===== src/design/sck_pkg.sv =====
// Package for the separable covariance kernel core.
// Holds the queue item type, register indexes and the elaboration-time exp tables.
// No dependencies.
`default_nettype none
package sck_pkg;

   localparam logic [1:0] CSR_MODE  = 2'd0;
   localparam logic [1:0] CSR_INV_X = 2'd1;
   localparam logic [1:0] CSR_INV_Y = 2'd2;

   localparam logic [1:0] MODE_EXP   = 2'd0;
   localparam logic [1:0] MODE_GAUSS = 2'd1;

   localparam logic [23:0] INV_ONE = 24'd65536;
   localparam int WHOLE_LIMIT = 64;

   typedef enum logic [1:0] {
      KIND_EXP,
      KIND_GAUSS,
      KIND_ZERO
   } kind_type;

   typedef struct packed {
      kind_type    kind;
      logic [31:0] mag_x;
      logic [31:0] mag_y;
   } item_type;

   typedef logic [31:0] whole_tab_type [WHOLE_LIMIT];

   // Shift and subtract quotient, used only while the tables are elaborated.
   function automatic longint unsigned const_div(input longint unsigned num,
                                                 input longint unsigned den);
      longint unsigned quo;
      longint unsigned rem;
      quo = 64'd0;
      rem = 64'd0;
      for (int b = 63; b >= 0; b--) begin
         rem = {rem[62:0], num[b]};
         if (rem >= den) begin
            rem = rem - den;
            quo[b] = 1'b1;
         end
      end
      return quo;
   endfunction

   // e^-t for t in [0,1], Q31 in and out, by the alternating series.
   function automatic longint unsigned exp_neg_q31(input longint unsigned t);
      longint unsigned plus;
      longint unsigned minus;
      longint unsigned term;
      plus  = 64'd1 << 31;
      minus = 64'd0;
      term  = 64'd1 << 31;
      for (longint unsigned k = 1; k < 48; k++) begin
         if (term != 0) begin
            term = const_div((term * t) >> 31, k);
            if (k[0]) begin
               minus = minus + term;
            end else begin
               plus = plus + term;
            end
         end
      end
      return (plus > minus) ? plus - minus : 64'd0;
   endfunction

   function automatic logic [31:0] frac_entry(input int unsigned depth,
                                              input int unsigned i);
      longint unsigned t;
      longint unsigned v;
      t = const_div((longint'(i) << 31) + longint'(depth >> 1), longint'(depth));
      v = exp_neg_q31(t);
      return v[31:0];
   endfunction

   function automatic whole_tab_type build_whole();
      whole_tab_type   tab;
      longint unsigned e1;
      longint unsigned prev;
      longint unsigned nxt;
      e1 = exp_neg_q31(64'd1 << 31);
      tab[0] = 32'h8000_0000;
      prev = 64'd1 << 31;
      for (int k = 1; k < WHOLE_LIMIT; k++) begin
         nxt = (prev * e1 + (64'd1 << 30)) >> 31;
         tab[k] = nxt[31:0];
         prev = nxt;
      end
      return tab;
   endfunction

endpackage
`default_nettype wire


===== src/design/sck_queue.sv =====
// Short request queue between the front and back ends.
// Depends on sck_pkg.
`default_nettype none
module sck_queue (
   input  wire logic         clock,
   input  wire logic         reset,
   input  wire logic         push_valid,
   output logic              push_ready,
   input  wire sck_pkg::item_type push_item,
   output logic              pop_valid,
   input  wire logic         pop_ready,
   output sck_pkg::item_type pop_item
);
   import sck_pkg::*;

   localparam int QDEPTH = 4;

   item_type   slot_ff [QDEPTH];
   logic [1:0] wr_ptr_ff;
   logic [1:0] wr_ptr_in;
   logic [1:0] rd_ptr_ff;
   logic [1:0] rd_ptr_in;
   logic [2:0] count_ff;
   logic [2:0] count_in;
   logic       push;
   logic       pop;

   always_comb begin
      push_ready = count_ff != 3'(QDEPTH);
      pop_valid  = count_ff != 3'd0;
      push = push_valid && push_ready;
      pop  = pop_valid && pop_ready;
      wr_ptr_in = push ? wr_ptr_ff + 2'd1 : wr_ptr_ff;
      rd_ptr_in = pop ? rd_ptr_ff + 2'd1 : rd_ptr_ff;
      count_in  = count_ff + 3'(push) - 3'(pop);
      pop_item  = slot_ff[rd_ptr_ff];
   end

   always_ff @(posedge clock) begin
      if (reset) begin
         wr_ptr_ff <= 2'd0;
         rd_ptr_ff <= 2'd0;
         count_ff  <= 3'd0;
      end else begin
         wr_ptr_ff <= wr_ptr_in;
         rd_ptr_ff <= rd_ptr_in;
         count_ff  <= count_in;
      end
      if (push) begin
         slot_ff[wr_ptr_ff] <= push_item;
      end
   end

   a_count_bound: assert property (@(posedge clock) disable iff (reset)
      count_ff <= 3'(QDEPTH))
      else $error("queue count exceeds depth");
   a_push_only: assert property (@(posedge clock) disable iff (reset)
      (push && !pop) |=> count_ff == $past(count_ff) + 3'd1)
      else $error("queue count did not grow on push");
   a_pop_only: assert property (@(posedge clock) disable iff (reset)
      (pop && !push) |=> count_ff == $past(count_ff) - 3'd1)
      else $error("queue count did not shrink on pop");

endmodule
`default_nettype wire


===== config.mk =====
export PLATFORM = sky130hd
export DESIGN_NAME = sck_queue
export DESIGN_NICKNAME = d
export VERILOG_FILES = /design/src/design/sck_pkg.sv /design/src/design/sck_queue.sv
export SDC_FILE = /design/constraint.sdc
export NUM_CORES = 1
export LEC_CHECK = 0
export BUFFER_PORTS_ARGS = -buffer_cell sky130_fd_sc_hd__buf_2
export CAP_MARGIN = 20
export CORE_ASPECT_RATIO = 1.5
export CORE_UTILIZATION = 49
export CTS_CLUSTER_SIZE = 25
export DETAILED_ROUTE_END_ITERATION = 16
export PLACE_DENSITY = 0.69
export SYNTH_ARGS = -nofsm -noshare
export SYNTH_HDL_FRONTEND = slang
export SYNTH_SLANG_ARGS = --single-unit
export TNS_END_PERCENT = 1

===== constraint.sdc =====
create_clock -name clock -period 8 [get_ports clock]
set_clock_uncertainty 0.15 [all_clocks]
set_input_delay 0.4 -clock clock [delete_from_list [all_inputs] [get_ports clock]]
set_output_delay 0.4 -clock clock [all_outputs]
set_load 0.005 [all_outputs]

==> results of run 1 <==
-- flip-flops by register name (all words and copies together), names as in the netlist, named ones only --
register and cells:
count_ff 3, rd_ptr_ff 2, slot_ff 264, wr_ptr_ff 2
-- per-layer routing --
metal,wire length [um],share of wire
met4,475,0.027
met2,9330,0.53
met5,0,0
met3,807,0.046
met1,6870,0.39
-- repair_timing --
action	4_1_cts	5_1_grt
hold buffers	66	0
endpoints found under the hold margin	264	0
gates resized for setup	0	0
-- synth_stat cells, types with 2 or more instances --
master / count
edfxtp_1: 264
mux4_2: 66
dfxtp_1: 9
nor2_1: 8
ha_1: 6
and2_1: 5
buf_2: 5
buf_6: 5
inv_1: 5
clkbuf_1: 3
buf_4: 2
nand2b_1: 2
xor2_1: 2
-- power by group through the flow --
stage	clock network (mW)	registers, mW	logic, mW
after floorplan	0	1.82	0.526
after global placement	0	1.89	0.726
after detailed placement	0	1.90	0.738
after CTS	1.17	1.87	0.767
after global routing	1.22	1.89	0.813
final	1.15	1.87	0.746
-- worst max-delay path by stage --
stage	from	endpoint	slack [ps]
floorplan	count_ff[1]$_SDFF_PP0_	slot_ff[0][0]$_DFFE_PP_	5070
global placement	register	pop_item[60]	5100
detailed placement	register	pop_item[60]	5090
CTS	register	pop_item[60]	4550
global route	register	pop_item[60]	4440
finish	register	pop_item[60]	4700
-- logic make-up (layout without fill, tap and decap cells) --
family	after synthesis	in the layout
muxes	68	68
xor gates and xnor gates	3	3
DFF	273	273
adders and majority gates	7	7
buffers and inverters	20	251
other	0	1
AOI/OAI and AO/OA	3	3
and+or+nand+nor	19	19
-- metrics by stage --
stage	hold WS (ps)	setup slack (ps)	utilization	area (sq um)	cells
floorplan	332	5070	-	9990	393
global placement	339	5100	0.550	10900	776
detailed placement	372	5090	0.550	10900	776
CTS	29.1	4550	0.623	12400	884
global route	37.6	4440	0.623	12400	884
finish	35.7	4700	0.623	12400	885
-- layout make-up --
cell class                      instances  area, sq um  area share
Antenna cell                            1         2.50    0.000202
Sequential cell                       273         8120       0.656
Clock buffer                           32          662      0.0535
Timing Repair Buffer                  204         1350       0.109
Clock inverter                         10          129      0.0104
Inverter                                5         18.8     0.00152
Multi-Input combinational cell        100         1760       0.143
Tap cell                              260          325      0.0263
==> results.toml, run 1 <==
[place]
gp_congestion = 0.678
numPortBuffers = 137
dpl.hpwl_um = 9860

[routing]
viasPerCell = 5.34
drtIter0Drc = 314
drt_drc_violations_left = 0
vias = 4729
postRouteAntennaNets = 0
drt_first_pass_iters = 4
routed_wl_um = 17500
routedWlPerCell_um = 19.8

[sta]
maxSlewHeadroom = 0.320
finalSetupViolations = 0
rsz0062_at_grt = "no"
period_share = 0.412
slew_viol_final = 0
timing.fmax_mhz = 303
min_period_ps = 3300
hold_viol_final = 0
tightest_slew_ps = 1020
tns_ps = 0

[global_route]
overflow = 0
grt_max_degree = 67
gr-usage-all-layers = 0.172
grt_use_met1 = 0.205
antenna_found_initial = 0
busiest_layer = "met2"
grtUsageMet3 = 0.0364
grt_use_met2 = 0.307
grt_pass1_vias = 5292
grt_pass1_wl_um = 27600

[power]
power_mw = 3.76
power_leakage_nw = 4.19
combPwrFrac = 0.198
peakVddDrop_mv = 0.245
power.switching_mw = 0.914
seqPwrFrac = 0.496
switching_share = 0.243
intPower_mw = 2.85
power_density_nw_per_um2 = 304
clkPwrFrac = 0.305

[synthesis]
synth_compound_area_frac = 0.00288
synthFlopType = "edfxtp_1"
ys_ff_latch = 273
synthSimpleGateAreaFrac = 0.00952
postSynth.asyncResetShare = 0
syn_nets = 470
synthCells = 393
synth_top_family_by_area = "multiplexers"
synthXorXnorAreaFrac = 0.00263
yosysSeqAreaShare = 0.812
synth_edf_count = 264
synthAdderAreaFrac = 0.00952
post-synth-top-area-fraction = 0.794
synth.area.top_cells = "edfxtp_1, mux4_2, dfxtp_1"
synth.avg_cell_area_sq_um = 25.4
syn_area_sq_um = 9990
synth_top_area_cell = "edfxtp_1"
synth.area.mux_share = 0.151
synth_cell_type_count = 24
yosysWarnings = 0

[worst_setup_path]
cp-end-kind = "output pin"
reg2regPathDepth = 11
crit_type = "register to output pin"
crit_path_max_fanout = 34
max_stage_delay_ps = 780
ff2ff_setup_slack_ps = 5430
path_buf_inv = 2
timing.rr.end = "count_ff[2]$_SDFF_PP0_"
timing.rr.start = "count_ff[1]$_SDFF_PP0_"
worstPathArrival_ps = 2750
cp_slowest_cell = "dfxtp_4"
cp.depth = 3
path_cells = "buf_4, mux4_2, buf_2"
cp-start-kind = "register"
required_ps = 7450
cp_top_family = "buffers and inverters"

[clocking]
clk_pin_slew_ps = 60
htreeDepth = 1
cts_setup_buffers = 0
clockBufferDepth = 3
clkLatencyLatePin_ps = 500
clock-sinks = 273
cts_buffers = 24
tritoncts = "built"
clock-root-buffer = "clkbuf_16"

[floorplan]
rows = 63
start_util = 0.503
die_w_um = 119
die_y_um = 177
coreArea_sq_um = 19900
die-area_sq_um = 21000
io-pin-count = 138

[finish]
final_common_cell = "edfxtp_1"
final_cell_mix = "edfxtp_1, buf_2, mux4_2, dlygate4sd3_1, clkbuf_16"
fillers = 1432
drive_above_1_share = 0.393
nets = 685
syn2layout_area_growth_pct = 23.9

[min_path]
hold_depth = 2
worstHoldStart = "reset"
hold_path_class = "primary input to register"

[run_status]
outcome = "finished, final reports clean"

[flow_run]
cap_violations = 0
Note: power is estimated with default switching activity, not from simulation.
==> run 2: changes to the inputs <==
Settings changed: PLACE_DENSITY 0.69 to 0.71.
Clock period 8 ns to 3 ns, I/O delays scaled along.
==> results.toml, run 2 (same netlist as run 1, synthesis figures left out) <==
[clocking]
cts_repair_resize_count = 0
clockBufferDepth = 3
clock-root-buffer = "clkbuf_16"
clk_pin_slew_ps = 60
clock-sinks = 273
htreeDepth = 1
tritoncts = "built"
cts_setup_buffers = 0
cts_buffers = 24
clkLatencyLatePin_ps = 500

[min_path]
hold_path_class = "primary input to register"

[place]
numPortBuffers = 137
gp_congestion = 0.734
dp_slack_ps = 370

[finish]
regArea_sq_um = 8120
nets = 700
final_common_cell = "edfxtp_1"
largestRegisters = "slot_ff (264), count_ff (3)"
top_register = "slot_ff"
largest_reg_flops = 264
fin_util = 0.628
multiInputGateArea_sq_um = 1760
final_cell_mix = "edfxtp_1, buf_2, dlygate4sd3_1, mux4_2, clkbuf_16"
fillers = 1445
syn2layout_area_growth_pct = 25.0
drive_above_1_share = 0.406

[worst_setup_path]
cp_slowest_cell = "dfxtp_1"
max_stage_delay_ps = 460
path_cells = "nor2_1, a21boi_2, inv_1, ha_1, inv_1, ha_1, inv_1, fa_1, xor2_1, and2_1, nor3_1"
cp_common_cell = "inv_1"
required_ps = 3280
crit_type = "register to register"
worstPathArrival_ps = 2920
ff2ff_setup_slack_ps = 360
cp-start-kind = "register"
crit_path_max_fanout = 7
cp-end-kind = "register"

[floorplan]
coreArea_sq_um = 19900
die_y_um = 177
die-area_sq_um = 21000
io-pin-count = 138
start_util = 0.503
die_w_um = 119
rows = 63

[routing]
drt_drc_violations_left = 0
postRouteAntennaNets = 0
top_layer_used = "met4"
drtIter0Drc = 316
routedWlPerCell_um = 19.9
viasPerCell = 5.26
wl_met3_um = 742
drt_first_pass_iters = 4
wirelength_met1_um = 7080
vias = 4731
routed_wl_um = 18000
met2_length_um = 9720

[power]
power_leakage_nw = 4.24
power_mw = 9.86
power_density_nw_per_um2 = 790
peakVddDrop_mv = 0.640

[sta]
min_period_ps = 2640
hold_viol_final = 0
tns_ps = 0
rsz0062_at_grt = "no"
period_share = 0.882
finalSetupViolations = 0
tightest_slew_ps = 588
slew_viol_final = 0
maxSlewHeadroom = 0.608
timing.fmax_mhz = 378
setup_ws_ps = 355

[global_route]
grt_max_degree = 40
grt_pass1_wl_um = 28100
grt_pass1_vias = 5166
gr-usage-all-layers = 0.176
antenna_found_initial = 2
overflow = 0

[run_status]
outcome = "finished, final reports clean"

[flow_run]
cap_violations = 0
run 2: cell count changes in the layout (fill, tap and decap cells not counted), sizes merged:
cell,change
buf,+11
clkbuf,-5
clkinvlp,+4
dlygate4sd3,+4
bufinv,-3
clkinv,+2
diode,+1
inv,+1
run 2: final cells by class:
cell class / count / area share
antenna: 2 / 0.000401
clock buffer: 27 / 0.0507
tap: 260 / 0.0261
timing repair buffer: 219 / 0.123
sequential: 273 / 0.650
multi-input combinational: 100 / 0.141
clock inverter: 14 / 0.00642
inverter: 5 / 0.00150
run 2: timing repair:
action / in CTS / in global routing
endpoints found under the setup margin: 0 / 0
endpoints found under the hold margin: 273 / 0
hold buffers: 70 / 0
run 2: worst max-delay path: cells and delay by family (launching register included):
family | cells | cell delay, ps
xor+xnor | 1 | 170
simple gates | 3 | 400
fa+ha+maj | 3 | 820
compound gates | 1 | 350
flops | 1 | 460
buf+inv | 3 | 220
run 2: per-layer routing:
metal  vias up  GRT usage
met5         -          0
met4         0     0.0607
met3        27     0.0261
met2       142      0.316
met1      2439      0.218
li1       2123          -
run 2: worst paths after layout:
check,from,to,cells after the start
setup / recovery,count_ff[1]$_SDFF_PP0_,count_ff[2]$_SDFF_PP0_,11
hold / removal,push_item[19],slot_ff[0][19]$_DFFE_PP_,2
setup reg to reg,count_ff[1]$_SDFF_PP0_,count_ff[2]$_SDFF_PP0_,11
hold reg to reg,wr_ptr_ff[1]$_SDFFE_PP0P_,wr_ptr_ff[1]$_SDFFE_PP0P_,2
run 2: per-stage QoR:
| stage | instance area [sq um] | hold slack [ps] | cells |
|---|---|---|---|
| after detailed placement | 11100 | 216 | 787 |
| after global routing | 12500 | 234 | 900 |
| after global placement | 11100 | 209 | 787 |
| final | 12500 | 250 | 900 |
| after floorplan | 9990 | 98.9 | 393 |
| after CTS | 12500 | 220 | 898 |
run 2: power by group:
group	switching [mW]	internal, mW	total (mW)
Clock	1.26	1.52	2.78
Combinational	1.06	1.18	2.24
Sequential	0.169	4.67	4.84
==> run 3: changes to the inputs <==
--- a/config.mk
+++ b/config.mk
@@ -9,3 +9,4 @@
 export CAP_MARGIN = 20
-export CORE_ASPECT_RATIO = 1.5
+export CORE_ASPECT_RATIO = 1.2
+export CORE_MARGIN = 5
 export CORE_UTILIZATION = 49
==> constraint.sdc (replaced) <==
create_clock -name clock -period 3 [get_ports clock]
set_clock_uncertainty 0.15 [all_clocks]
set_input_delay 0.6 -clock clock [delete_from_list [all_inputs] [get_ports clock]]
set_output_delay 0.6 -clock clock [all_outputs]
set_load 0.005 [all_outputs]
==> results.toml, run 3 (same netlist as run 1, synthesis figures left out) <==
[global_route]
grt_max_degree = 67
gr-usage-all-layers = 0.152
antenna_found_initial = 0
overflow = 0
grt_pass1_vias = 4954
grt_pass1_wl_um = 27900

[clocking]
cts_buffers = 26
tritoncts = "built"
cts_setup_buffers = 0
clockBufferDepth = 3
clkLatencyLatePin_ps = 510
clock-sinks = 273
cts_hold_buffers = 0
cts_repair_resize_count = 0
htreeDepth = 1
clk_pin_slew_ps = 60
clock-root-buffer = "clkbuf_16"

[sta]
hold_viol_final = 0
slew_viol_final = 0
timing.fmax_mhz = 354
maxSlewHeadroom = 0.634
rsz0062_at_grt = "no"
finalSetupViolations = 0
tightest_slew_ps = 550
period_share = 0.942
min_period_ps = 2830

[routing]
drt_drc_violations_left = 0
routedWlPerCell_um = 21.1
drtIter0Drc = 210
routed_wl_um = 17700
vias = 4400
drt_first_pass_iters = 6
postRouteAntennaNets = 0
viasPerCell = 5.24

[place]
placed_cell_area_sq_um = 11100
placed_cells = 791
numPortBuffers = 137
gp_congestion = 0.742
dpl.hpwl_um = 10900

[finish]
largestRegisters = "slot_ff (264), count_ff (3)"
final_common_cell = "edfxtp_1"
drive_above_1_share = 0.448
nets = 631
syn2layout_area_growth_pct = 18.8
fillers = 1465
top_register = "slot_ff"
final_cell_mix = "edfxtp_1, buf_2, mux4_2, clkbuf_16, clkinv_1"
final_design_area_no_fill_sq_um = 11900
diodes = 0
largest_reg_flops = 264
finalNonFillerCells = 839

[worst_setup_path]
crit_path_max_fanout = 66
worstPathArrival_ps = 2080
cp-end-kind = "output pin"
required_ps = 2250
crit_type = "register to output pin"
cp-start-kind = "register"

[floorplan]
io-pin-count = 138
coreArea_sq_um = 20200
rows = 57
die_y_um = 166
die-area_sq_um = 23300
start_util = 0.495
die_w_um = 140

[flow_run]
cap_violations = 0

[power]
power_leakage_nw = 3.99
power_density_nw_per_um2 = 841
power_mw = 9.98
peakVddDrop_mv = 0.745

[min_path]
hold_path_class = "primary input to register"

[run_status]
outcome = "finished, final reports clean"
## run 3: cell count changes in the layout (fill, tap and decap cells not counted), sizes merged
cell,before,now
buf,149,148
clkinv,9,15
clkbuf,27,31
dlygate4sd3,70,0
clkinvlp,4,1
inv,6,5
bufinv,0,1
diode,2,0
## run 3: metrics by stage
step	utilization	hold WS, ps	setup TNS (ps)	worst slack [ps]
2_1_floorplan	-	332	-6290	-31.7
3_3_place_gp	0.549	342	0	421
3_5_place_dp	0.549	365	0	222
4_1_cts	0.588	122	0	106
5_1_grt	0.588	125	0	26.4
6_report	0.588	143	0	175
## run 3: final timing paths
kind | from | endpoint | slack [ps] | cells past startpoint
setup / recovery | register | pop_item[65] | 170 | 3
hold reg to reg | wr_ptr_ff[1]$_SDFFE_PP0P_ | wr_ptr_ff[1]$_SDFFE_PP0P_ | 370 | 2
hold / removal | push_item[37] | slot_ff[0][37]$_DFFE_PP_ | 140 | 1
setup reg to reg | count_ff[1]$_SDFF_PP0_ | count_ff[2]$_SDFF_PP0_ | 370 | 11
## run 3: worst max-delay path: stages, from the launching register on
cell,delay [ps]
dfxtp_4,350
buf_12,430
mux4_2,590
buf_2,150
## run 3: power breakdown
| group | switching [mW] | internal [mW] |
|---|---|---|
| Sequential | 0.146 | 4.67 |
| Combinational | 1.05 | 1.11 |
| Clock | 1.28 | 1.72 |
## run 3: area by class of cell
| class | instances | area [sq um] | area share |
|---|---|---|---|
| flip-flops and latches | 273 | 8120 | 0.684 |
| well taps | 265 | 332 | 0.0279 |
| multi-input cells | 100 | 1760 | 0.149 |
| repair buffers | 148 | 843 | 0.0711 |
| clock buffers | 31 | 691 | 0.0582 |
| clock inverters | 17 | 101 | 0.00854 |
| inverters | 5 | 18.8 | 0.00158 |
## run 3: metal layers
layer	global-route usage	routed length, um
met3	0.0253	1000
met1	0.189	6570
met5	0	0
met2	0.279	9880
met4	0.0337	256
