**src/design/sck_pkg.sv**
```systemverilog
// Package for the separable covariance kernel core.
// Holds the queue item type, register indexes and the elaboration-time exp tables.
// No dependencies.
`default_nettype none
package sck_pkg;

   localparam logic [1:0] CSR_MODE  = 2'd0;
   localparam logic [1:0] CSR_INV_X = 2'd1;
   localparam logic [1:0] CSR_INV_Y = 2'd2;

   localparam logic [1:0] MODE_EXP   = 2'd0;
   localparam logic [1:0] MODE_GAUSS = 2'd1;

   localparam logic [23:0] INV_ONE = 24'd65536;
   localparam int WHOLE_LIMIT = 64;

   typedef enum logic [1:0] {
      KIND_EXP,
      KIND_GAUSS,
      KIND_ZERO
   } kind_type;

   typedef struct packed {
      kind_type    kind;
      logic [31:0] mag_x;
      logic [31:0] mag_y;
   } item_type;

   typedef logic [31:0] whole_tab_type [WHOLE_LIMIT];

   // Shift and subtract quotient, used only while the tables are elaborated.
   function automatic longint unsigned const_div(input longint unsigned num,
                                                 input longint unsigned den);
      longint unsigned quo;
      longint unsigned rem;
      quo = 64'd0;
      rem = 64'd0;
      for (int b = 63; b >= 0; b--) begin
         rem = {rem[62:0], num[b]};
         if (rem >= den) begin
            rem = rem - den;
            quo[b] = 1'b1;
         end
      end
      return quo;
   endfunction

   // e^-t for t in [0,1], Q31 in and out, by the alternating series.
   function automatic longint unsigned exp_neg_q31(input longint unsigned t);
      longint unsigned plus;
      longint unsigned minus;
      longint unsigned term;
      plus  = 64'd1 << 31;
      minus = 64'd0;
      term  = 64'd1 << 31;
      for (longint unsigned k = 1; k < 48; k++) begin
         if (term != 0) begin
            term = const_div((term * t) >> 31, k);
            if (k[0]) begin
               minus = minus + term;
            end else begin
               plus = plus + term;
            end
         end
      end
      return (plus > minus) ? plus - minus : 64'd0;
   endfunction

   function automatic logic [31:0] frac_entry(input int unsigned depth,
                                              input int unsigned i);
      longint unsigned t;
      longint unsigned v;
      t = const_div((longint'(i) << 31) + longint'(depth >> 1), longint'(depth));
      v = exp_neg_q31(t);
      return v[31:0];
   endfunction

   function automatic whole_tab_type build_whole();
      whole_tab_type   tab;
      longint unsigned e1;
      longint unsigned prev;
      longint unsigned nxt;
      e1 = exp_neg_q31(64'd1 << 31);
      tab[0] = 32'h8000_0000;
      prev = 64'd1 << 31;
      for (int k = 1; k < WHOLE_LIMIT; k++) begin
         nxt = (prev * e1 + (64'd1 << 30)) >> 31;
         tab[k] = nxt[31:0];
         prev = nxt;
      end
      return tab;
   endfunction

endpackage
`default_nettype wire

```
**src/design/sck_front.sv**
```systemverilog
// Front end: accepts requests, forms coordinate difference magnitudes and classifies the mode.
// Depends on sck_pkg.
`default_nettype none
module sck_front (
   input  wire logic              clock,
   input  wire logic              reset,
   input  wire logic              req_valid,
   output logic                   req_ready,
   input  wire logic signed [31:0] req_first_point_x,
   input  wire logic signed [31:0] req_first_point_y,
   input  wire logic signed [31:0] req_second_point_x,
   input  wire logic signed [31:0] req_second_point_y,
   input  wire logic [1:0]        mode,
   output logic                   push_valid,
   input  wire logic              push_ready,
   output sck_pkg::item_type      push_item
);
   import sck_pkg::*;

   logic     valid_ff;
   logic     valid_in;
   item_type item_ff;
   item_type item_in;
   logic signed [32:0] dx;
   logic signed [32:0] dy;

   always_comb begin
      dx = 33'(req_first_point_x) - 33'(req_second_point_x);
      dy = 33'(req_first_point_y) - 33'(req_second_point_y);
      item_in.mag_x = dx[32] ? 32'(-dx) : dx[31:0];
      item_in.mag_y = dy[32] ? 32'(-dy) : dy[31:0];
      case (mode)
         MODE_EXP:   item_in.kind = KIND_EXP;
         MODE_GAUSS: item_in.kind = KIND_GAUSS;
         default:    item_in.kind = KIND_ZERO;
      endcase
      req_ready = !valid_ff || push_ready;
      if (req_valid && req_ready) begin
         valid_in = 1'b1;
      end else if (push_ready) begin
         valid_in = 1'b0;
      end else begin
         valid_in = valid_ff;
      end
   end

   always_ff @(posedge clock) begin
      if (reset) begin
         valid_ff <= 1'b0;
      end else begin
         valid_ff <= valid_in;
      end
      if (req_valid && req_ready) begin
         item_ff <= item_in;
      end
   end

   assign push_valid = valid_ff;
   assign push_item  = item_ff;

endmodule
`default_nettype wire

```
**config.mk**
```make
export PLATFORM = sky130hd
export DESIGN_NAME = sck_front
export DESIGN_NICKNAME = d
export VERILOG_FILES = /design/src/design/sck_pkg.sv /design/src/design/sck_front.sv
export SDC_FILE = /design/constraint.sdc
export NUM_CORES = 1
export LEC_CHECK = 0
export BUFFER_PORTS_ARGS = -buffer_cell sky130_fd_sc_hd__buf_2
export CAP_MARGIN = 0
export CORE_MARGIN = 4
export CORE_UTILIZATION = 55
export CTS_BUF_LIST = sky130_fd_sc_hd__clkbuf_4 sky130_fd_sc_hd__clkbuf_8 sky130_fd_sc_hd__clkbuf_16
export CTS_CLUSTER_SIZE = 40
export DETAILED_ROUTE_END_ITERATION = 16
export GPL_ROUTABILITY_DRIVEN = 0
export PLACE_DENSITY = 0.78
export REMOVE_ABC_BUFFERS = 1
export SYNTH_ARGS = -nofsm -noshare
export SYNTH_HDL_FRONTEND = slang
export SYNTH_SLANG_ARGS = --single-unit
```
**constraint.sdc**
```tcl
create_clock -name clock -period 5.4 [get_ports clock]
set_input_delay 1.08 -clock clock [delete_from_list [all_inputs] [get_ports clock]]
set_output_delay 1.08 -clock clock [all_outputs]
set_load 0.01 [all_outputs]
```
==> results of run 1 <==
==> worst min path at each step <==
stage | cells past startpoint | start | to
final | 2 | push_valid | push_valid
after floorplan | 2 | push_valid | push_valid
after CTS | 2 | push_valid | push_valid
after detailed placement | 2 | push_valid | push_valid
after global placement | 2 | push_valid | push_valid
after global routing | 2 | push_valid | push_valid
==> final cells by class <==
| cell class | count | area (um^2) | share of cell area |
|---|---|---|---|
| repair buffers | 209 | 1066 | 0.1142 |
| clock buffers | 9 | 225.2 | 0.02412 |
| multi-input cells | 792 | 5399 | 0.5783 |
| flip-flops and latches | 67 | 2002 | 0.2144 |
| well taps | 180 | 225.2 | 0.02412 |
| inverters | 85 | 319.1 | 0.03417 |
| clock inverters | 7 | 100.1 | 0.01072 |
==> kinds of logic after synthesis <==
group | synth area share
simple gates | 0.2051
buf+inv | 0.05908
compound gates | 0.2505
fa+ha+maj | 0.1102
xor+xnor | 0.1126
mux | 0.007803
flops | 0.2548
==> Yosys cell counts, types with 4 or more instances <==
master	count
a31oi_1	12
a211oi_1	10
nor3b_1	8
and3_1	7
or3_1	12
a2111oi_0	4
a22oi_1	5
a31o_2	4
o211ai_1	18
o21bai_1	5
nor2b_1	4
edfxtp_1	66
o41ai_1	4
o2111ai_1	5
nand3b_1	4
nand2b_1	4
nand4_1	18
nor2_1	72
or4_1	6
nor4_1	8
a211o_1	5
ha_1	66
a21oi_1	98
xor2_1	38
xnor2_1	63
and2_1	20
o21a_1	17
o31ai_1	5
inv_1	85
nand2_1	75
and4_1	8
clkbuf_1	30
nand3_1	19
a21o_1	21
or2_2	6
o21ai_1	4
mux2i_1	5
o21ai_0	57
nor3_1	28
==> tightest hold or removal path: cells and delay by family, from the launching register on <==
kind / cells / cell delay [ns]
and+or+nand+nor: 1 / 0.09
DFF: 1 / 0.30
AOI/OAI and AO/OA: 1 / 0.07
==> report_power, final <==
part | switching (mW) | internal (mW)
Sequential | 0.0302 | 0.718
Combinational | 0.656 | 0.446
Clock | 0.232 | 0.407
Total | 0.918 | 1.57
==> through the flow <==
step / hold WS (ns) / cells / power (mW) / cell area (um^2)
floorplan: 0.5930 / 944 / 1.515 / 7712
global placement: 0.4943 / 1333 / 1.826 / 9011
detailed placement: 0.5012 / 1333 / 1.845 / 9011
CTS: 0.5087 / 1349 / 2.493 / 9336
global route: 0.5419 / 1349 / 2.644 / 9336
finish: 0.5047 / 1349 / 2.489 / 9336
==> sequential cells by signal, summed over array words and instances (netlist names) <==
name and flops:
push_item 66, push_valid 1
==> layer usage <==
| layer | vias up | wire, um | GRT usage |
|---|---|---|---|
| met1 | 3676 | 9342 | 0.3384 |
| met4 | 0 | 347 | 0.06120 |
| met2 | 312 | 9555 | 0.3976 |
| met3 | 32 | 1716 | 0.04181 |
| li1 | 3975 | - | - |
| met5 | - | 0 | 0 |
==> cell usage in the layout, fill, tap and decap left out, types with 11 or more instances in the layout <==
cell      Yosys  final
buf_2         2    201
a21oi_1      98     98
inv_1        85     85
nand2_1      75     75
nor2_1       72     72
ha_1         66     66
edfxtp_1     66     66
xnor2_1      63     63
o21ai_0      57     57
xor2_1       38     38
nor3_1       28     28
a21o_1       21     21
nand3_1      19     19
and2_1       20     19
nand4_1      18     18
o211ai_1     18     18
o21a_1       17     17
or3_1        12     12
a31oi_1      12     11
==> impl_results.md, run 1 <==
* Status: finished, final reports clean
* Setup violators final at 0
* Critical path depth at 15
* Initial Utilization at 0.5639
* Worst r2r dst: push_item[40]
* Synthesized cell area at 0.007858 mm^2
* Total wire length at 20960 um
* Clk buf depth at 2
* Leak at 4.122 nW
* Post-synthesis sequential area ratio at 0.2548
* Initial drt markers at 774
* Routed vias at 7995
* Setup crit end kind: flip-flop
* Bufs and invs on worst path at 3
* Vias per inst at 5.927
* Total grt overflow at 0
* Die ar. at 0.01626 mm^2
* Critical Path AT at 4.85 ns
* Area leader, netlist: edfxtp_1
* Rel. slew slack at 0.3571
* Filler Cells Inserted at 1265
* RSZ-0062 raised after global routing: no
* Row count at 43
* Slowest stage delay, CP at 0.49 ns
* Total Routing Usage GR at 0.2442
* CTS tree: built
* FF+latch count, synth at 67
* Die Wd at 127.5 um
* Synth Area per Inst at 8.026 um^2
* Post-cts resize count at 0
* Setup WS post-layout at 0.6256 ns
* Nets at 1366
* Worst-Margin Slew at 0.9644 ns
* Top_reg_cell synth: edfxtp_1
* Crit-path max FO at 6
* Worst vdd ir at 0.1583 mV
* MaxCap Viol Count at 0
* Core area at 0.01393 mm^2
* CP endpoint: push_item[63]
* Warnings from Yosys at 0
* Area growth, synth to finish at 18.82%
* Reg2reg start: push_valid
* Global-route wire length before repair at 32830 um
* Final Hold Viols at 0
* Top post-synthesis cells by area: edfxtp_1 25%, ha_1 11%, xnor2_1 7.0%
* Data required, critical path at 5.48 ns
* Post-synthesis cell type count at 77
* DRT Pass-1 Iters at 5
* Min-Delay Path Class: reg2reg
* Startpoint class of the critical path: primary input
* Share of cells above drive strength 1 at 0.2130
* Number of global-route vias before repair at 7028
* Crit path from: req_first_point_x[0]
* R2R cell count at 3
* Delay-heaviest family, CP: simple AND/OR/NAND/NOR gates
* DRC at 0
* Post-DR wirelength/cell at 15.54 um
* Post-synth EDFFs at 66
* Final setup TNS at 0 ns
* H-tree Lvls at 3
* Total CTS buffers at 9
* Fin crit share at 0.8842
* CP max stage cell: or3b_1
* Crit path kind: in2reg
* Die Height at 127.5 um
* Initial antenna violation count at 0
* Slew Viols, Final at 0
* Diode count at 0
* HPWL after detailed placement at 17020 um
* Achievable Freq at 209.4 MHz
* Clock transition at the registers of the reported paths at 0.05 ns
* Critical Path, Cell by Cell: buf_2 -> inv_1 -> ha_1 -> inv_1 -> fa_1 -> a21o_1 -> a221oi_4 -> xnor2_1 -> a21o_1 -> nor4_2 -> or3b_1 -> or4_4 -> or4_1 -> a22oi_1 -> xnor2_1
* Minimum clock period after layout at 4.774 ns
* Clk_skew at 0.01074 ns
* Clk root buf: clkbuf_16
* Dpl ws at 0.3199 ns
* IO buf count at 201
* Clk_lat worst skew at 0.34 ns
* Post-route ant nets at 0
* Post-CTS Hold Buffers at 0
* Largest net degree at the start of global routing at 38
* FF-to-FF setup slack at 3.31 ns
* Syn Inst Count at 979
* Post-synth ARST share at 0
* Clock Sinks at 67
* Post-CTS Setup Repair Bufs at 0
* Cell Pwr Density at 266.5 mW/mm^2
* Post-synth top area share at 0.2522
* Fin util at 0.6700
* I/O pins at 202
(Power assumes the default switching activity.)
==> run 2: changes to the inputs <==
CORE_ASPECT_RATIO = 1.4   (was default)
==> impl_results.md, run 2 (synthesis results as in run 1) <==
* Die Height at 149.4 um
* Cell Pwr Density at 259.8 mW/mm^2
* DR WL met2 at 11870 um
* I/O pins at 202
* Status: finished, final reports clean
* Global-route wire length before repair at 33810 um
* Final setup TNS at 0 ns
* Clk_skew at 0.006199 ns
* Initial drt markers at 302
* Final instance area at 0.009326 mm^2
* Core area at 0.01397 mm^2
* DRT Pass-1 Iters at 5
* Leak at 4.117 nW
* Nets at 1368
* Rel. slew slack at 0.1987
* RSZ-0062 raised after global routing: no
* Crit path kind: in2reg
* Crit-path max FO at 6
* Critical Path AT at 4.79 ns
* Post-route ant nets at 0
* Final Hold Viols at 0
* Routed vias at 8046
* Post-CTS Hold Buffers at 0
* Data required, critical path at 5.48 ns
* Total grt overflow at 0
* Clock transition at the registers of the reported paths at 0.06 ns
* Clock Sinks at 67
* Number of global-route vias before repair at 7642
* Initial Utilization at 0.5623
* Vias per inst at 5.934
* Die ar. at 0.01629 mm^2
* Total wire length at 21540 um
* HPWL after detailed placement at 17920 um
* H-tree Lvls at 3
* Achievable Freq at 212.3 MHz
* IO buf count at 201
* Placed Area at 0.009032 mm^2
* Worst vdd ir at 0.1757 mV
* WL met3 at 1192 um
* Switch share at 0.3682
* Clock power share at 0.238
* Row count at 51
* Reg power frac at 0.310
* Die Wd at 109.0 um
* Number of flip-flops under the largest register name at 66
* DRC at 0
* Fin crit share at 0.8723
* MaxCap Viol Count at 0
* Commonest non-fill, non-tap cells in the layout: 201 x buf_2, 98 x a21oi_1, 85 x inv_1
* Post-CTS Setup Repair Bufs at 0
* Worst-Margin Slew at 1.198 ns
* Net Switching at 0.8922 mW
* Setup violators final at 0
* P_int at 1.531 mW
* Share of cells above drive strength 1 at 0.2137
* Total Routing Usage GR at 0.2584
* Comb pwr share at 0.452
* Met1 WL at 7566 um
* Top Layer Used: met5
* Clk buf depth at 2
* Fin util at 0.6674
* Post-cts resize count at 0
* Setup crit end kind: flip-flop
* Most common cell after layout, fill and taps aside: buf_2
* Clk_lat worst skew at 0.33 ns
* Post-DR wirelength/cell at 15.88 um
* Minimum clock period after layout at 4.710 ns
* CTS tree: built
* Clk root buf: clkbuf_16
* Slew Viols, Final at 0
* Largest net degree at the start of global routing at 37
* Startpoint class of the critical path: primary input
* Initial antenna violation count at 3
* Area growth, synth to finish at 18.69%
* Total CTS buffers at 9
* Min-Delay Path Class: reg2reg
run 2: cell types whose count changed in the layout (fill, tap and decap cells not counted), sizes merged:
| cell | change |
|---|---|
| clkinv | -3 |
| buf | +2 |
| clkbuf | +2 |
| bufinv | -1 |
| clkinvlp | +1 |
| diode | +1 |
run 2: final cells by class:
type	instances	area, um^2
Fill cell	1276	4648
Tap cell	185	231.5
Timing Repair Buffer	211	1081
Antenna cell	1	2.502
Multi-Input combinational cell	792	5399
Clock buffer	11	240.2
Sequential cell	67	2002
Clock inverter	4	51.30
Inverter	85	319.1
run 2: power by group through the flow:
stage	registers (mW)	logic, mW	clock network, mW
finish	0.751	1.10	0.576
global route	0.758	1.21	0.602
floorplan	0.804	0.710	0
CTS	0.752	1.09	0.584
global placement	0.763	1.07	0
detailed placement	0.760	1.09	0
run 2: final timing paths:
check | from | endpoint | slack [ns] | depth (start not counted)
max reg2reg | push_valid | push_item[41] | 3.45 | 3
min reg2reg | push_valid | push_valid | 0.53 | 2
min | push_valid | push_valid | 0.53 | 2
max | req_first_point_x[0] | push_item[63] | 0.69 | 15
run 2: critical path, cell delays in order:
cell      delay, ns
buf_2          0.09
inv_1          0.04
ha_1           0.16
inv_1          0.06
fa_1           0.41
a21o_1         0.21
a221oi_4       0.35
xnor2_1        0.18
a21o_1         0.22
nor4_2         0.30
or3b_1         0.50
or4_4          0.47
or4_1          0.41
a22oi_1        0.22
xnor2_1        0.08
run 2: per-layer routing:
metal  global-route usage  up-vias
met4               0.1226        4
met3              0.03107       69
li1                     -     3984
met1               0.2598     3681
met2               0.5092      308
met5                    0        -
run 2: through the flow:
step | worst slack (ns) | cells | power (mW) | hold slack, ns
finish | 0.6898 | 1356 | 2.423 | 0.5258
global route | 0.3954 | 1356 | 2.569 | 0.5667
CTS | 0.6971 | 1355 | 2.427 | 0.5375
detailed placement | 0.3469 | 1340 | 1.848 | 0.5268
global placement | 0.4264 | 1340 | 1.829 | 0.5233
floorplan | 0.7269 | 944 | 1.515 | 0.5930
==> run 3: changes to the inputs <==
ABC_AREA = 1   (was default)
CORE_UTILIZATION = 57   (was 55)
PLACE_DENSITY = 0.79   (was 0.78)
==> impl_results.md, run 3 <==
* Status: finished, final reports clean
* I/O pins at 202
* Clock Sinks at 67
* Delay-heaviest family, CP: simple AND/OR/NAND/NOR gates
* Number of global-route vias before repair at 9716
* Most common cell after layout, fill and taps aside: nand2_1
* DRT Pass-1 Iters at 7
* Leak at 6.767 nW
* Final setup TNS at 0 ns
* Clock power share at 0.233
* Min-Delay Path Class: reg2reg
* CP max stage cell: xor2_4
* Cell Pwr Density at 239.7 mW/mm^2
* Post-DR wirelength/cell at 12.72 um
* Initial antenna violation count at 3
* CP endpoint: push_item[17]
* Min Hold Slack at 0.5274 ns
* Adder-cell area share of the yosys netlist at 0.09295
* Die Height at 159.3 um
* Synthesized cell area at 0.009315 mm^2
* FF-to-FF setup slack at 3.85 ns
* R2R cell count at 2
* Slowest stage delay, CP at 0.69 ns
* Core area at 0.01610 mm^2
* Total Routing Usage GR at 0.2828
* Top_reg_cell synth: edfxtp_1
* Switch share at 0.4118
* Synth Area in Compound Gates at 0.02821
* Post-CTS Setup Repair Bufs at 0
* RSZ-0062 raised after global routing: no
* Clk root buf: clkbuf_16
* Routed vias at 10000
* Syn Inst Count at 1624
* Achievable Freq at 260.8 MHz
* Post-cts resize count at 0
* Placed Area at 0.01056 mm^2
* Crit-path max FO at 35
* HPWL after detailed placement at 22390 um
* Global-route wire length before repair at 42230 um
* Worst r2r dst: push_item[35]
* Nets at 2034
* Rel. slew slack at 0.4541
* Initial Utilization at 0.5785
* Clk_skew at 0.007022 ns
* Final Power at 2.606 mW
* Net Switching at 1.073 mW
* Die Wd at 116.0 um
* Critical Path, Cell by Cell: buf_2 -> inv_1 -> ha_1 -> inv_1 -> fa_1 -> nand3_1 -> nand3_2 -> nand3_2 -> nand3b_4 -> nand2_2 -> nand2_1 -> nand2_1 -> nand3_2 -> xor2_4 -> o21ai_0 -> nand2_1 -> nand2_1 -> nand2_1 -> inv_1
* Largest family of logic cells by synthesized area: simple AND/OR/NAND/NOR gates
* Die ar. at 0.01848 mm^2
* Commonest non-fill, non-tap cells in the layout: 640 x nand2_1, 399 x inv_1, 201 x buf_2
* Slew Viols, Final at 0
* DRC at 0
* Initial drt markers at 491
* Post-synthesis cell type count at 36
* Commonest cells in the netlist: 640 x nand2_1, 399 x inv_1, 137 x nor2_1
* CP most frequent cell: nand2_1
* Final instance area at 0.01087 mm^2
* Reg2reg start: push_valid
* Final Hold Viols at 0
* Total CTS buffers at 9
* Critical Path AT at 3.93 ns
* Clk_lat worst skew at 0.33 ns
* Multiplexer area fraction after synthesis at 0
* Simple-gate share of the synthesized area at 0.4278
* Post-route ant nets at 0
* Fin crit share at 0.7101
* Total grt overflow at 0
* Most common cell in the netlist: nand2_1
* Comb pwr share at 0.476
* Minimum clock period after layout at 3.835 ns
* Bufs and invs on worst path at 4
* Setup crit end kind: flip-flop
* Post-CTS Hold Buffers at 0
* Clock transition at the registers of the reported paths at 0.06 ns
* Crit path from: req_first_point_y[0]
* FF+latch count, synth at 67
* Reg power frac at 0.290
* Fin util at 0.6752
* MaxCap Viol Count at 0
* Area leader, netlist: nand2_1
* Synth Area per Inst at 5.736 um^2
* Number of flip-flops under the largest register name at 66
* Post-synthesis sequential area ratio at 0.2149
* Total wire length at 25940 um
* Post-synth top area share at 0.2579
* Setup violators final at 0
* Filler Cells Inserted at 1578
* Warnings from Yosys at 0
* Startpoint class of the critical path: primary input
* XOR/XNOR Fraction of Synth Area at 0.06635
* Data required, critical path at 5.50 ns
* IO buf count at 201
* Crit path kind: in2reg
* Critical path depth at 19
* CTS tree: built
* Worst-Margin Slew at 0.8188 ns
* Area growth, synth to finish at 16.72%
* H-tree Lvls at 3
* Clk buf depth at 2
* Post-synth EDFFs at 66
* Largest net degree at the start of global routing at 67
* Share of cells above drive strength 1 at 0.1448
* Vias per inst at 4.905
* Worst vdd ir at 0.2321 mV
* Row count at 55
* Cell depth of the worst min-delay path at 2
* Top post-synthesis cells by area: nand2_1 26%, edfxtp_1 21%, inv_1 16%
* P_int at 1.533 mW
* Post-synth ARST share at 0
## run 3: cell count changes in the layout (fill, tap and decap cells not counted), sizes merged, moves of 16 or more
cell	change
o21ai	-50
and2	-16
nor3	-17
nand3	+86
nor2	+75
xnor2	-38
o21a	-17
a21oi	-61
a21o	-21
inv	+325
nand2	+579
o211ai	-18
## run 3: power groups by stage
| stage | sequential (mW) | clock (mW) | combinational (mW) |
|---|---|---|---|
| after floorplan | 0.814 | 0 | 0.813 |
| after global placement | 0.766 | 0 | 1.20 |
| after detailed placement | 0.767 | 0 | 1.23 |
| after CTS | 0.758 | 0.615 | 1.24 |
| after global routing | 0.765 | 0.634 | 1.40 |
| final | 0.757 | 0.608 | 1.24 |
## run 3: how the worst min path moves through the flow
stage,startpoint,endpoint
after floorplan,push_valid,push_valid
final,push_valid,push_valid
after global routing,push_valid,push_valid
after global placement,push_valid,push_valid
after CTS,push_valid,push_valid
after detailed placement,push_valid,push_valid
## run 3: layout make-up
type	instances	area, um^2	share of cell area
Antenna cell	3	7.507	0.0006905
Clock buffer	9	225.2	0.02071
Clock inverter	7	82.58	0.007595
Inverter	409	1535	0.1412
Multi-Input combinational cell	1141	5743	0.5282
Sequential cell	67	2002	0.1841
Tap cell	199	249.0	0.02290
Timing Repair Buffer	204	1028	0.09459
## run 3: metal layers
metal | up-vias | wire (um) | global-route usage | share of wire
met5 | - | 0 | 0 | 0
met4 | 0 | 1824 | 0.1916 | 0.070
met3 | 111 | 1024 | 0.03080 | 0.039
met2 | 266 | 14230 | 0.5526 | 0.55
met1 | 4352 | 8864 | 0.2608 | 0.34
li1 | 5272 | - | - | -
## run 3: per-stage QoR
step                instances  setup WS (ns)
global route             2036          1.270
floorplan                1617         0.5643
global placement         2020          1.357
detailed placement       2020          1.261
CTS                      2036          1.557
finish                   2039          1.565
## run 3: cell families (layout without fill, tap and decap cells)
group | count (synthesis) | after routing
flip-flops | 67 | 67
other | 0 | 3
AND/OR/NAND/NOR | 957 | 957
buffers and inverters | 416 | 629
XOR/XNOR | 65 | 65
adder cells (fa/ha/maj) | 68 | 68
AO/OA/AOI/OAI | 51 | 51
## run 3: worst register-to-register path: stages, from the launching register on
cell     delay (ns)
dfxtp_1        0.34
a21oi_4        0.14
buf_4          0.65
